--- src/hdl/rpf_pkg.sv ---
// ----------------------------------------------------------------------------
// rpf_pkg
// Shared types and constants for the rotated one-bit-per-pixel frame buffer.
// ----------------------------------------------------------------------------
package rpf_pkg;

  // Default panel geometry
  localparam int DEF_PANEL_WIDTH  = 104;
  localparam int DEF_PANEL_HEIGHT = 212;

  // Fixed field widths
  localparam int CW  = 10;   // coordinate width
  localparam int BIW = 12;   // byte_index width
  localparam int AWP = 3;    // APB address width

  // Byte constants
  localparam logic [7:0] BYTE_WHITE = 8'hFF;
  localparam logic [7:0] BYTE_BLACK = 8'h00;
  localparam logic [7:0] MASK_MSB   = 8'h80;

  // Register index decoded from paddr[2]
  localparam logic REG_ROTATION = 1'b0;

  // Item kinds
  typedef enum logic [1:0] {
    KIND_FILL = 2'd0,
    KIND_DRAW = 2'd1,
    KIND_READ = 2'd2,
    KIND_NONE = 2'd3
  } kind_t;

  // Memory address source
  typedef enum logic [1:0] {
    ASEL_SWEEP = 2'd0,
    ASEL_PIXEL = 2'd1,
    ASEL_BYTE  = 2'd2
  } addr_sel_t;

  // Controller to datapath commands
  typedef struct packed {
    logic      capture;      // latch input transaction
    logic      map_en;       // register rotated coordinates
    logic      addr_en;      // register byte address and bit mask
    logic      mem_rd;       // read memory at selected address
    logic      pix_wr;       // write back modified byte
    logic      sweep_wr;     // write fill byte at sweep counter
    logic      sweep_white;  // force white fill (reset clear)
    logic      emit;         // present result next cycle
    addr_sel_t addr_sel;
  } cmd_t;

  // Datapath to controller status
  typedef struct packed {
    logic sweep_last;
  } sts_t;

endpackage

--- src/hdl/rpf_ctrl.sv ---
// ----------------------------------------------------------------------------
// rpf_ctrl
// Sequencer for fill sweeps, pixel read-modify-write and byte reads.
// ----------------------------------------------------------------------------
module rpf_ctrl (
  input  logic          clk,
  input  logic          rst,
  input  logic          start,
  input  logic [1:0]    kind,
  input  rpf_pkg::sts_t sts,
  output rpf_pkg::cmd_t cmd,
  output logic          busy
);
  import rpf_pkg::*;

  typedef enum logic [2:0] {
    S_IDLE,
    S_SWEEP,
    S_MAP,
    S_ADDR,
    S_RMW_RD,
    S_RMW_WR,
    S_RD,
    S_EMIT
  } state_t;

  state_t state;
  logic   boot;   // sweep after reset emits no result

  // State register
  always_ff @(posedge clk) begin
    if (rst) begin
      state <= S_SWEEP;
      boot  <= 1'b1;
    end else begin
      case (state)
        S_IDLE: begin
          if (start) begin
            case (kind)
              KIND_FILL: state <= S_SWEEP;
              KIND_DRAW: state <= S_MAP;
              KIND_READ: state <= S_RD;
              default:   state <= S_EMIT;
            endcase
          end
        end
        S_SWEEP: begin
          if (sts.sweep_last) begin
            boot  <= 1'b0;
            state <= S_IDLE;
          end
        end
        S_MAP:    state <= S_ADDR;
        S_ADDR:   state <= S_RMW_RD;
        S_RMW_RD: state <= S_RMW_WR;
        S_RMW_WR: state <= S_IDLE;
        S_RD:     state <= S_EMIT;
        S_EMIT:   state <= S_IDLE;
        default:  state <= S_IDLE;
      endcase
    end
  end

  // Command decode
  always_comb begin
    cmd             = '0;
    cmd.addr_sel    = ASEL_SWEEP;
    cmd.capture     = (state == S_IDLE) && start;
    cmd.sweep_white = boot;
    case (state)
      S_SWEEP: begin
        cmd.sweep_wr = 1'b1;
        cmd.emit     = sts.sweep_last && !boot;
      end
      S_MAP:  cmd.map_en  = 1'b1;
      S_ADDR: cmd.addr_en = 1'b1;
      S_RMW_RD: begin
        cmd.mem_rd   = 1'b1;
        cmd.addr_sel = ASEL_PIXEL;
      end
      S_RMW_WR: begin
        cmd.pix_wr   = 1'b1;
        cmd.addr_sel = ASEL_PIXEL;
        cmd.emit     = 1'b1;
      end
      S_RD: begin
        cmd.mem_rd   = 1'b1;
        cmd.addr_sel = ASEL_BYTE;
      end
      S_EMIT:  cmd.emit = 1'b1;
      default: ;
    endcase
  end

  assign busy = (state != S_IDLE);

endmodule

--- config.mk ---
export PLATFORM = sky130hd
export DESIGN_NAME = rpf_ctrl
export DESIGN_NICKNAME = d
export VERILOG_FILES = /design/src/hdl/rpf_pkg.sv /design/src/hdl/rpf_ctrl.sv
export SDC_FILE = /design/constraint.sdc
export NUM_CORES = 1
export LEC_CHECK = 0
export BUFFER_PORTS_ARGS = -buffer_cell sky130_fd_sc_hd__buf_4
export CORE_AREA = 2 2 39 41
export CTS_CLUSTER_DIAMETER = 30
export CTS_CLUSTER_SIZE = 20
export DETAILED_ROUTE_END_ITERATION = 6
export DIE_AREA = 0 0 41 43
export PLACE_DENSITY = 0.58
export SLEW_MARGIN = 30
export SYNTH_ARGS = -nofsm -noshare
export SYNTH_HDL_FRONTEND = slang
export SYNTH_SLANG_ARGS = --single-unit
--- constraint.sdc ---
create_clock -name clk -period 1.5 [get_ports clk]
set_input_delay 0.075 -clock clk [delete_from_list [all_inputs] [get_ports clk]]
set_output_delay 0.075 -clock clk [all_outputs]
set_load 0.01 [all_outputs]
Yosys cells after proc, flatten, opt, wreduce, memory -nomap -nowiden
Index checks and enable logic that the tools add are counted.
{ "classes": {"reduce_logical": 11, "n_mux": 11, "n_eq_ne": 11} }
{ "op_table": {"columns": ["op", "n"], "rows": [
  ["3-bit one-hot mux with 7 select lines", 1],
  ["3-bit == test, second input constant", 4],
  ["3-bit one-hot mux with 3 select lines", 1],
  ["3-bit by 2-bit == test with 1-bit output, second input constant", 2],
  ["3-bit two-way mux", 2],
  ["2-bit OR reduction", 3],
  ["1-bit two-way mux", 5],
  ["2-bit != test, second input constant", 2],
  ["2-bit one-hot mux with 2 select lines", 1],
  ["2-bit AND reduction", 2],
  ["3-bit by 1-bit == test with 1-bit output, second input constant", 1],
  ["3-bit logical NOT", 1],
  ["3-bit nonzero test", 1],
  ["2-bit by 1-bit == test with 1-bit output, second input constant", 1],
  ["2-bit == test, second input constant", 1],
  ["1-bit logical AND", 2],
  ["2-bit logical NOT", 1],
  ["1-bit one-hot mux with 2 select lines", 1],
  ["1-bit logical NOT", 1]
]} }
{ "totals": {"reg_bits": 4, "out_inout_bits": 11, "inputBits": 6, "elab_cells": 35} }

Depth between registers and ports, before layout
Gate-level depths: netlist (run 1).
{ "depth": {"word_depth": 4, "depth_mapped": 5, "ltp_nobuf": 5} }

Least setup slack after synthesis (run 1)
Ideal clock, no wire load.
{ "synth_path": {"path_kind": "register to register", "start": "register state[0]", "end": "register state[2]", "arrival_ns": 0.919, "n_path_buf": 0, "path_slack_ns": 0.462, "path_stages_with_launch": 3, "required_ns": 1.380, "period_less_slack_ns": 1.038, "setup_time_ns": 0.120, "path_cell_list": "dfxtp_1 and2b_1 o31a_1"} }
{ "synth_between": {"elab_chain_len": 3, "word_cells_on_any_way": 13, "cone_classes": "eq/ne (9); mux (1); reduce/logical (3)"} }
{ "synth_rtl": {"columns": ["element", "line", "source"], "rows": [
  ["start: declaration", "rpf_ctrl.sv:27", "state_t state;"],
  ["start signal: assignment", "rpf_ctrl.sv:33", "state <= S_SWEEP;"],
  ["start signal: assignment", "rpf_ctrl.sv:40", "KIND_FILL: state <= S_SWEEP;"],
  ["start signal: assignment", "rpf_ctrl.sv:41", "KIND_DRAW: state <= S_MAP;"],
  ["3-bit == test, or another cell as far along", "rpf_ctrl.sv:36", "case (state)"],
  ["2-bit OR reduction (no source line) / 2-bit != test (equally long branches)", null, null],
  ["3-bit one-hot mux with 7 select lines / 2-bit AND reduction (equally long branches)", null, null]
]} }
Several ways; a longest one is shown, not always the timed one.
A chain may end at the register's enable or synchronous reset.

==> flow_metrics.py, run 1 <==
metrics = {
    "synthesis": {
        "syn_inst": 38,
        "syn_nets": 47,
        "synthTopCellsByArea": "dfxtp_1, ha_1, nor2_1, inv_1, nor2_4",
        "yosys_warnings": 0,
        "yosys.area.top_type": "dfxtp_1",
        "ys_ff_latch": 4,
        "synth-seq-area-share_pct": 26.3,
        "netlist.area_leader.share_pct": 26.3,
        "netlist-cell-type-count": 22,
        "avgSynthCellArea_sq_um": 8.00,
        "syn_area_sq_um": 304,
    },
    "finish": {
        "drive_above_1_share_pct": 42.9,
        "syn2layout_area_growth_pct": 51.0,
        "layout_common_cells": "buf_4, nor2_1, inv_1, dfxtp_1",
        "finalNonFillerCells": 72,
        "fill_cells": 153,
        "final_area_sq_um": 459,
        "post-route-util_pct": 33.2,
        "layout_commonest_cell": "buf_4",
        "diodes": 0,
        "fin_nets": 67,
    },
    "detailed_routing": {
        "wirelength_um": 725,
        "dr.first_iter.drc_count": 3,
        "drtAntennaViolNets": 0,
        "route.detailed.drc": 0,
        "wl_per_cell_um": 10.1,
        "drt_pass1_iterations": 2,
        "routed-via-count": 306,
        "vias_per_cell": 4.25,
    },
    "global_routing": {
        "grtUsageTotal_pct": 9.64,
        "antenna_found_initial": 0,
        "grt_max_degree": 9,
        "grt_pass1_vias": 289,
        "overflow": 0,
        "grt_pass1_wl_um": 1140,
    },
    "setup_path": {
        "crit_type": "reg -> out",
        "cp_slowest_stage_delay_ns": 0.45,
        "worst-r2r-cell-count": 3,
        "path_cells": "and2b_1, and2_2, buf_4",
        "cpMaxStageDelayCell": "dfxtp_1",
        "startpoint_type": "register",
        "r2r_end": "state[2]",
        "rr_startpoint": "state[2]",
        "arrival_ns": 1.25,
        "setup.worst_path.end_class": "output pin",
        "critical_path.max_fanout": 7,
        "r2r_setup_slack_ns": 0.41,
        "required_ns": 1.42,
    },
    "clock_network": {
        "clock_path_buffers": 2,
        "postCtsSetupBuffers": 0,
        "worst_skew_pair.late_latency_ns": 0.23,
        "postCtsHoldBufs": 0,
        "cts_resized": 0,
        "cts.clk_slew.worst_paths_ns": 0.04,
        "cts_tree": "done",
        "cts_root_buf": "clkbuf_4",
        "cts_buffers": 3,
        "cts.sinks": 4,
        "htree_num_levels": 1,
    },
    "timing": {
        "final_hold_viol_count": 0,
        "holdWs_ns": 0.0354,
        "clock_skew_ns": 0.00192,
        "fin_crit_ns": 1.32,
        "slew_headroom_pct": 78.5,
        "drv_slew": 0,
        "rsz0062_at_grt": "false",
        "fmax_mhz": 757,
        "worst_slack_ns": 0.178,
        "setup_viol": 0,
        "worst_pin_slew_ns": 0.322,
        "setup-tns-final_ns": 0,
        "finalCritPeriodShare_pct": 88.1,
    },
    "power_and_ir_drop": {
        "p_leak_nw": 0.255,
        "p_per_area_nw_per_um2": 825,
        "finalPower_mw": 0.379,
        "vdd_ir_drop_max_mv": 0.269,
    },
    "place": {
        "dp.cells": 69,
        "hpwl_um": 584,
        "dp_slack_ns": 0.415,
        "port_buffers": 16,
        "placed_cell_area_sq_um": 437,
        "gp_congestion": 0.759,
    },
    "die": {
        "start_util_pct": 22.0,
        "die_area_sq_um": 1760,
        "die_h_um": 43,
        "coreArea_sq_um": 1380,
        "num_io_pins": 17,
        "rows": 14,
        "die_w_um": 41,
    },
    "min_path": {
        "min_path_type": "in -> reg",
        "whs_path_depth": 2,
        "min_to": "boot",
        "min_from": "rst",
    },
    "run_status": {
        "status": "completed",
    },
    "job": {
        "maxCapViolations": 0,
    },
}
[synth_stat cells, drive strengths merged]
| cell | count |
|---|---|
| dfxtp | 4 |
| nor2b | 1 |
| nand3 | 1 |
| and2 | 2 |
| and2b | 1 |
| nand2 | 1 |
| ha | 3 |
| nor3 | 2 |
| o211a | 1 |
| o21ai | 1 |
| a21oi | 2 |
| o31a | 1 |
| nor2 | 9 |
| a221o | 1 |
| inv | 4 |
| buf | 1 |
| a21o | 1 |
| mux2i | 1 |
| nand2b | 1 |
[cell families (layout without fill, tap and decap cells)]
| kind of cell | count (synthesis) | in the layout | share of synthesized area [%] |
|---|---|---|---|
| buf+inv | 5 | 23 | 7.41 |
| mux | 1 | 1 | 3.29 |
| simple gates | 18 | 18 | 32.5 |
| fa+ha+maj | 3 | 3 | 12.3 |
| flops | 4 | 4 | 26.3 |
| compound gates | 7 | 7 | 18.1 |
[worst max-delay path: cells and delay by family (launching register included)]
kind,cells,cell delay [ns]
simple gates,2,0.43
buf+inv,1,0.14
flops,1,0.45
[routing by layer]
metal	GRT usage [%]	vias to the layer above	part of all wire, %
met5	0	-	0
met4	2.00	0	0
met3	6.28	0	8.7
met2	14.4	13	42
met1	11.3	131	49
li1	-	162	-
[worst max-delay path by stage]
| stage | startpoint | to | slack (ns) | cells past startpoint |
|---|---|---|---|---|
| after floorplan | state[0] | state[2] | 0.46 | 2 |
| after global placement | state[2] | state[2] | 0.43 | 3 |
| after detailed placement | state[0] | state[2] | 0.41 | 2 |
| after CTS | state[0] | cmd[1] | 0.17 | 3 |
| after global routing | state[0] | cmd[1] | 0.13 | 3 |
| final | state[0] | cmd[1] | 0.18 | 3 |
[layout make-up]
| class | instances | area, sq um | area share [%] |
|---|---|---|---|
| Multi-Input combinational cell | 29 | 201 | 43.9 |
| Timing Repair Buffer | 16 | 120 | 26.2 |
| Sequential cell | 4 | 80.1 | 17.4 |
| Clock buffer | 3 | 22.5 | 4.90 |
| Tap cell | 16 | 20.0 | 4.36 |
| Inverter | 4 | 15.0 | 3.27 |
[flip-flops by register name (all words and copies together) (netlist names)]
register  flops
state         3
boot          1
[power breakdown]
part           internal [mW]  total [mW]  switching, mW
registers              0.116       0.131         0.0152
logic                 0.0594       0.113         0.0533
clock network         0.0896       0.135         0.0454
total                  0.265       0.379          0.114
(Power assumes the default switching activity.)
==> inputs of run 2 (changes only) <==
--- a/config.mk
+++ b/config.mk
@@ -5,6 +5,7 @@
 export SDC_FILE = /design/constraint.sdc
 export NUM_CORES = 1
 export LEC_CHECK = 0
+export ABC_AREA = 1
 export BUFFER_PORTS_ARGS = -buffer_cell sky130_fd_sc_hd__buf_4
 export CORE_AREA = 2 2 39 41
 export CTS_CLUSTER_DIAMETER = 30
==> flow_metrics.py, run 2 <==
metrics = {
    "detailed_routing": {
        "wl_per_cell_um": 8.40,
        "route.detailed.drc": 0,
        "drtAntennaViolNets": 0,
        "drt_pass1_iterations": 3,
        "wirelength_um": 697,
        "vias_per_cell": 4.14,
        "routed-via-count": 344,
        "dr.first_iter.drc_count": 3,
    },
    "place": {
        "gp_congestion": 0.739,
        "hpwl_um": 597,
        "port_buffers": 16,
        "dp_slack_ns": 0.360,
    },
    "timing": {
        "fin_crit_ns": 1.32,
        "finalCritPeriodShare_pct": 87.7,
        "clock_skew_ns": 0.00206,
        "final_hold_viol_count": 0,
        "worst_pin_slew_ns": 0.314,
        "fmax_mhz": 760,
        "setup-tns-final_ns": 0,
        "setup_viol": 0,
        "rsz0062_at_grt": "false",
        "drv_slew": 0,
        "slew_headroom_pct": 79.0,
        "worst_slack_ns": 0.184,
    },
    "power_and_ir_drop": {
        "clkPwrFrac_pct": 34.0,
        "p_leak_nw": 0.261,
        "vdd_ir_drop_max_mv": 0.351,
        "p_per_area_nw_per_um2": 858,
        "combPwrFrac_pct": 32.7,
        "finalPower_mw": 0.391,
        "pwr-share-seq_pct": 33.3,
        "power_switching_mw": 0.125,
        "p_sw_share_pct": 31.9,
        "p_int_mw": 0.266,
    },
    "setup_path": {
        "cpMaxStageDelayCell": "dfxtp_1",
        "crit_type": "reg -> out",
        "setup.worst_path.end_class": "output pin",
        "critical_path.max_fanout": 8,
        "crit_family": "flip-flops",
        "arrival_ns": 1.24,
        "required_ns": 1.42,
        "path_cells": "inv_2, nor3_2, nand2_1, o22ai_1, buf_4",
        "cp_slowest_stage_delay_ns": 0.42,
        "worst-path-buf-inv": 2,
        "startpoint_type": "register",
    },
    "synthesis": {
        "synthTopCellsByArea": "dfxtp_1, nand2_1, ha_1, inv_1, nor2_1",
        "synth_edf_count": 0,
        "netlist.area_leader.share_pct": 26.7,
        "avgSynthCellArea_sq_um": 6.13,
        "syn_area_sq_um": 300,
        "netlist-cell-type-count": 12,
        "syn_inst": 49,
        "synthArstFlopShare_pct": 0,
        "synth-seq-area-share_pct": 26.7,
        "synthTopCellsByCount": "nand2_1, inv_1, nor2_1, nand3_1",
        "syn_nets": 58,
        "ys.flop_type": "dfxtp_1",
        "yosysMostFrequentCell": "nand2_1",
        "yosys_warnings": 0,
        "yosys.area.top_type": "dfxtp_1",
        "ys_ff_latch": 4,
    },
    "finish": {
        "largest-register": "state",
        "layout_commonest_cell": "buf_4",
        "largest_reg_flops": 3,
        "post-route-util_pct": 32.9,
        "syn2layout_area_growth_pct": 51.7,
        "drive_above_1_share_pct": 32.8,
        "fin_nets": 78,
        "reg.largest.list": "state: 3 flops, boot: 1 flops",
        "layout_common_cells": "buf_4, nand2_1, inv_1, nor2_1, nand3_1",
        "diodes": 0,
    },
    "clock_network": {
        "cts_tree": "done",
        "cts.sinks": 4,
        "postCtsSetupBuffers": 0,
        "cts_buffers": 3,
        "worst_skew_pair.late_latency_ns": 0.23,
        "cts_root_buf": "clkbuf_4",
        "htree_num_levels": 1,
        "cts_resized": 0,
        "postCtsHoldBufs": 0,
        "cts.clk_slew.worst_paths_ns": 0.04,
        "clock_path_buffers": 2,
    },
    "global_routing": {
        "grt_max_degree": 9,
        "grtUsageTotal_pct": 9.94,
        "antenna_found_initial": 0,
        "grt_pass1_wl_um": 1190,
        "grt_pass1_vias": 321,
        "overflow": 0,
    },
    "min_path": {
        "min_path_type": "in -> reg",
    },
    "die": {
        "die_area_sq_um": 1760,
        "coreArea_sq_um": 1380,
        "start_util_pct": 21.7,
        "die_h_um": 43,
        "rows": 14,
        "num_io_pins": 17,
        "die_w_um": 41,
    },
    "job": {
        "maxCapViolations": 0,
    },
    "run_status": {
        "status": "completed",
    },
}
[run 2: area by class of cell]
class	count	area, sq um
clock buffers	3	22.5
flip-flops and latches	4	80.1
repair buffers	16	120
inverters	11	41.3
well taps	16	20.0
multi-input cells	33	171
fillers	161	928
[run 2: worst paths after layout]
path,startpoint,endpoint,slack [ns],cells past startpoint
min reg2reg,boot,boot,0.47,2
min,rst,state[2],0.01,2
max reg2reg,state[2],state[2],0.36,6
max,state[0],cmd[2],0.18,5
[run 2: cells by family (layout without fill, tap and decap cells)]
kind of cell             after synthesis  count (layout)  share of synthesized area, %
adder cells (fa/ha/maj)                3               3                          12.5
AO/OA/AOI/OAI                          2               2                          3.75
AND/OR/NAND/NOR                       28              28                          40.8
buffers and inverters                 12              30                          16.3
flip-flops                             4               4                          26.7
[run 2: power groups by stage]
stage	registers (mW)	clock network, mW	logic (mW)
5_1_grt	0.132	0.143	0.146
3_3_place_gp	0.132	0	0.128
4_1_cts	0.130	0.137	0.131
3_5_place_dp	0.132	0	0.130
2_1_floorplan	0.129	0	0.0764
6_report	0.130	0.133	0.128
[run 2: metal layers]
metal	part of all wire, %	track usage (%)	vias to the layer above
met3	5.7	3.14	0
met1	45	11.3	149
met4	0	6.00	0
met2	49	15.3	8
li1	-	-	187
met5	0	0	-
[run 2: through the flow]
| step | hold slack, ns | cells | cell area (sq um) |
|---|---|---|---|
| finish | 0.0140 | 83 | 455 |
| global route | 0.00991 | 83 | 455 |
| CTS | 0.00954 | 83 | 455 |
| detailed placement | 0.257 | 80 | 433 |
| global placement | 0.256 | 80 | 433 |
| floorplan | 0.147 | 49 | 300 |
[run 2: worst reg2reg max path, delay by kind of cell, from the launching register on]
kind | cells | cell delay (ns)
buf+inv | 1 | 0.04
flops | 1 | 0.35
simple gates | 5 | 0.64
==> inputs of run 3 (changes only) <==
--- a/config.mk
+++ b/config.mk
@@ -13,6 +13,7 @@
 export DETAILED_ROUTE_END_ITERATION = 6
 export DIE_AREA = 0 0 41 43
 export PLACE_DENSITY = 0.58
+export RECOVER_POWER = 50
 export SLEW_MARGIN = 30
 export SYNTH_ARGS = -nofsm -noshare
 export SYNTH_HDL_FRONTEND = slang
==> flow_metrics.py, run 3 (synthesis results as in run 2) <==
metrics = {
    "setup_path": {
        "path_cells": "inv_2, nor3_2, nand2_1, o22ai_1, buf_4",
        "r2r_setup_slack_ns": 0.37,
        "required_ns": 1.42,
        "arrival_ns": 1.25,
        "r2r_end": "state[2]",
        "crit_family": "flip-flops",
        "startpoint_type": "register",
        "worst-path-buf-inv": 2,
        "cp_slowest_stage_delay_ns": 0.42,
        "critical_path.max_fanout": 8,
        "crit_type": "reg -> out",
        "worst-r2r-cell-count": 6,
        "setup.worst_path.end_class": "output pin",
        "cpMaxStageDelayCell": "dfxtp_1",
        "rr_startpoint": "state[2]",
    },
    "global_routing": {
        "grtUsageTotal_pct": 9.94,
        "overflow": 0,
        "antenna_found_initial": 0,
        "grt_pass1_vias": 321,
        "grt_pass1_wl_um": 1190,
        "grt_max_degree": 9,
    },
    "timing": {
        "fmax_mhz": 754,
        "fin_crit_ns": 1.33,
        "worst_slack_ns": 0.174,
        "worst_pin_slew_ns": 0.314,
        "clock_skew_ns": 0.00206,
        "slew_headroom_pct": 79.0,
        "final_hold_viol_count": 0,
        "holdWs_ns": 0.0140,
        "finalCritPeriodShare_pct": 88.4,
        "setup-tns-final_ns": 0,
        "setup_viol": 0,
        "drv_slew": 0,
        "rsz0062_at_grt": "false",
    },
    "detailed_routing": {
        "routed-via-count": 344,
        "drtAntennaViolNets": 0,
        "wirelength_um": 698,
        "dr.first_iter.drc_count": 2,
        "drt_pass1_iterations": 4,
        "route.detailed.drc": 0,
        "vias_per_cell": 4.14,
        "wl_per_cell_um": 8.41,
    },
    "finish": {
        "diodes": 0,
        "largest-register": "state",
        "reg.largest.list": "state: 3 flops, boot: 1 flops",
        "layout_common_cells": "buf_4, nand2_1, inv_1, nor2_1, nand3_1",
        "largest_reg_flops": 3,
        "syn2layout_area_growth_pct": 47.9,
        "finalNonFillerCells": 83,
        "fin_nets": 78,
        "drive_above_1_share_pct": 26.9,
        "layout_commonest_cell": "buf_4",
        "post-route-util_pct": 32.1,
        "final_area_sq_um": 444,
    },
    "die": {
        "die_area_sq_um": 1760,
        "die_h_um": 43,
        "start_util_pct": 21.7,
        "num_io_pins": 17,
        "rows": 14,
        "die_w_um": 41,
        "coreArea_sq_um": 1380,
    },
    "clock_network": {
        "cts_tree": "done",
        "postCtsHoldBufs": 0,
        "cts.clk_slew.worst_paths_ns": 0.04,
        "worst_skew_pair.late_latency_ns": 0.23,
        "postCtsSetupBuffers": 0,
        "htree_num_levels": 1,
        "clock_path_buffers": 2,
        "cts_resized": 0,
        "cts_root_buf": "clkbuf_4",
        "cts_buffers": 3,
        "cts.sinks": 4,
    },
    "place": {
        "dp_slack_ns": 0.360,
        "dp.cells": 80,
        "port_buffers": 16,
        "hpwl_um": 597,
        "gp_congestion": 0.739,
        "placed_cell_area_sq_um": 433,
    },
    "power_and_ir_drop": {
        "p_per_area_nw_per_um2": 870,
        "finalPower_mw": 0.387,
        "p_leak_nw": 0.249,
        "vdd_ir_drop_max_mv": 0.349,
    },
    "min_path": {
        "min_from": "rst",
        "min_to": "state[2]",
        "min_path_type": "in -> reg",
        "whs_path_depth": 2,
    },
    "run_status": {
        "status": "completed",
    },
    "job": {
        "maxCapViolations": 0,
    },
}
run 3: area by class of cell:
type                    count  area, sq um
clock buffers               3         22.5
multi-input cells          33          171
fillers                   164          940
flip-flops and latches      4         80.1
repair buffers             16          109
well taps                  16         20.0
inverters                  11         41.3
run 3: worst max path at each step:
| stage | start | to | slack, ns | cells past startpoint |
|---|---|---|---|---|
| 2_1_floorplan | state[0] | cmd[2] | 0.43 | 4 |
| 3_3_place_gp | state[0] | cmd[2] | 0.39 | 5 |
| 3_5_place_dp | state[2] | state[2] | 0.36 | 6 |
| 4_1_cts | state[0] | cmd[2] | 0.17 | 5 |
| 5_1_grt | state[2] | cmd[9] | 0.05 | 4 |
| 6_report | state[0] | cmd[2] | 0.17 | 5 |
run 3: per-layer routing:
| metal | track usage [%] | vias to the layer above | share of wire [%] |
|---|---|---|---|
| met5 | 0 | - | 0 |
| met4 | 6.00 | 0 | 0 |
| met3 | 3.14 | 0 | 6.2 |
| met2 | 15.3 | 8 | 48 |
| met1 | 11.3 | 149 | 46 |
| li1 | - | 187 | - |
run 3: worst reg2reg max path, stage by stage (launching register included):
cell and delay [ns]:
dfxtp_1 0.34, nor2_1 0.29, nand3_1 0.16, nand2_1 0.11
inv_1 0.04, nand2_1 0.05, nor2_1 0.03
run 3: power by group:
part	total [mW]	internal, mW	leakage (nW)	switching [mW]
registers	0.130	0.117	0.0330	0.0127
logic	0.124	0.0557	0.202	0.0682
clock network	0.133	0.0895	0.0138	0.0435
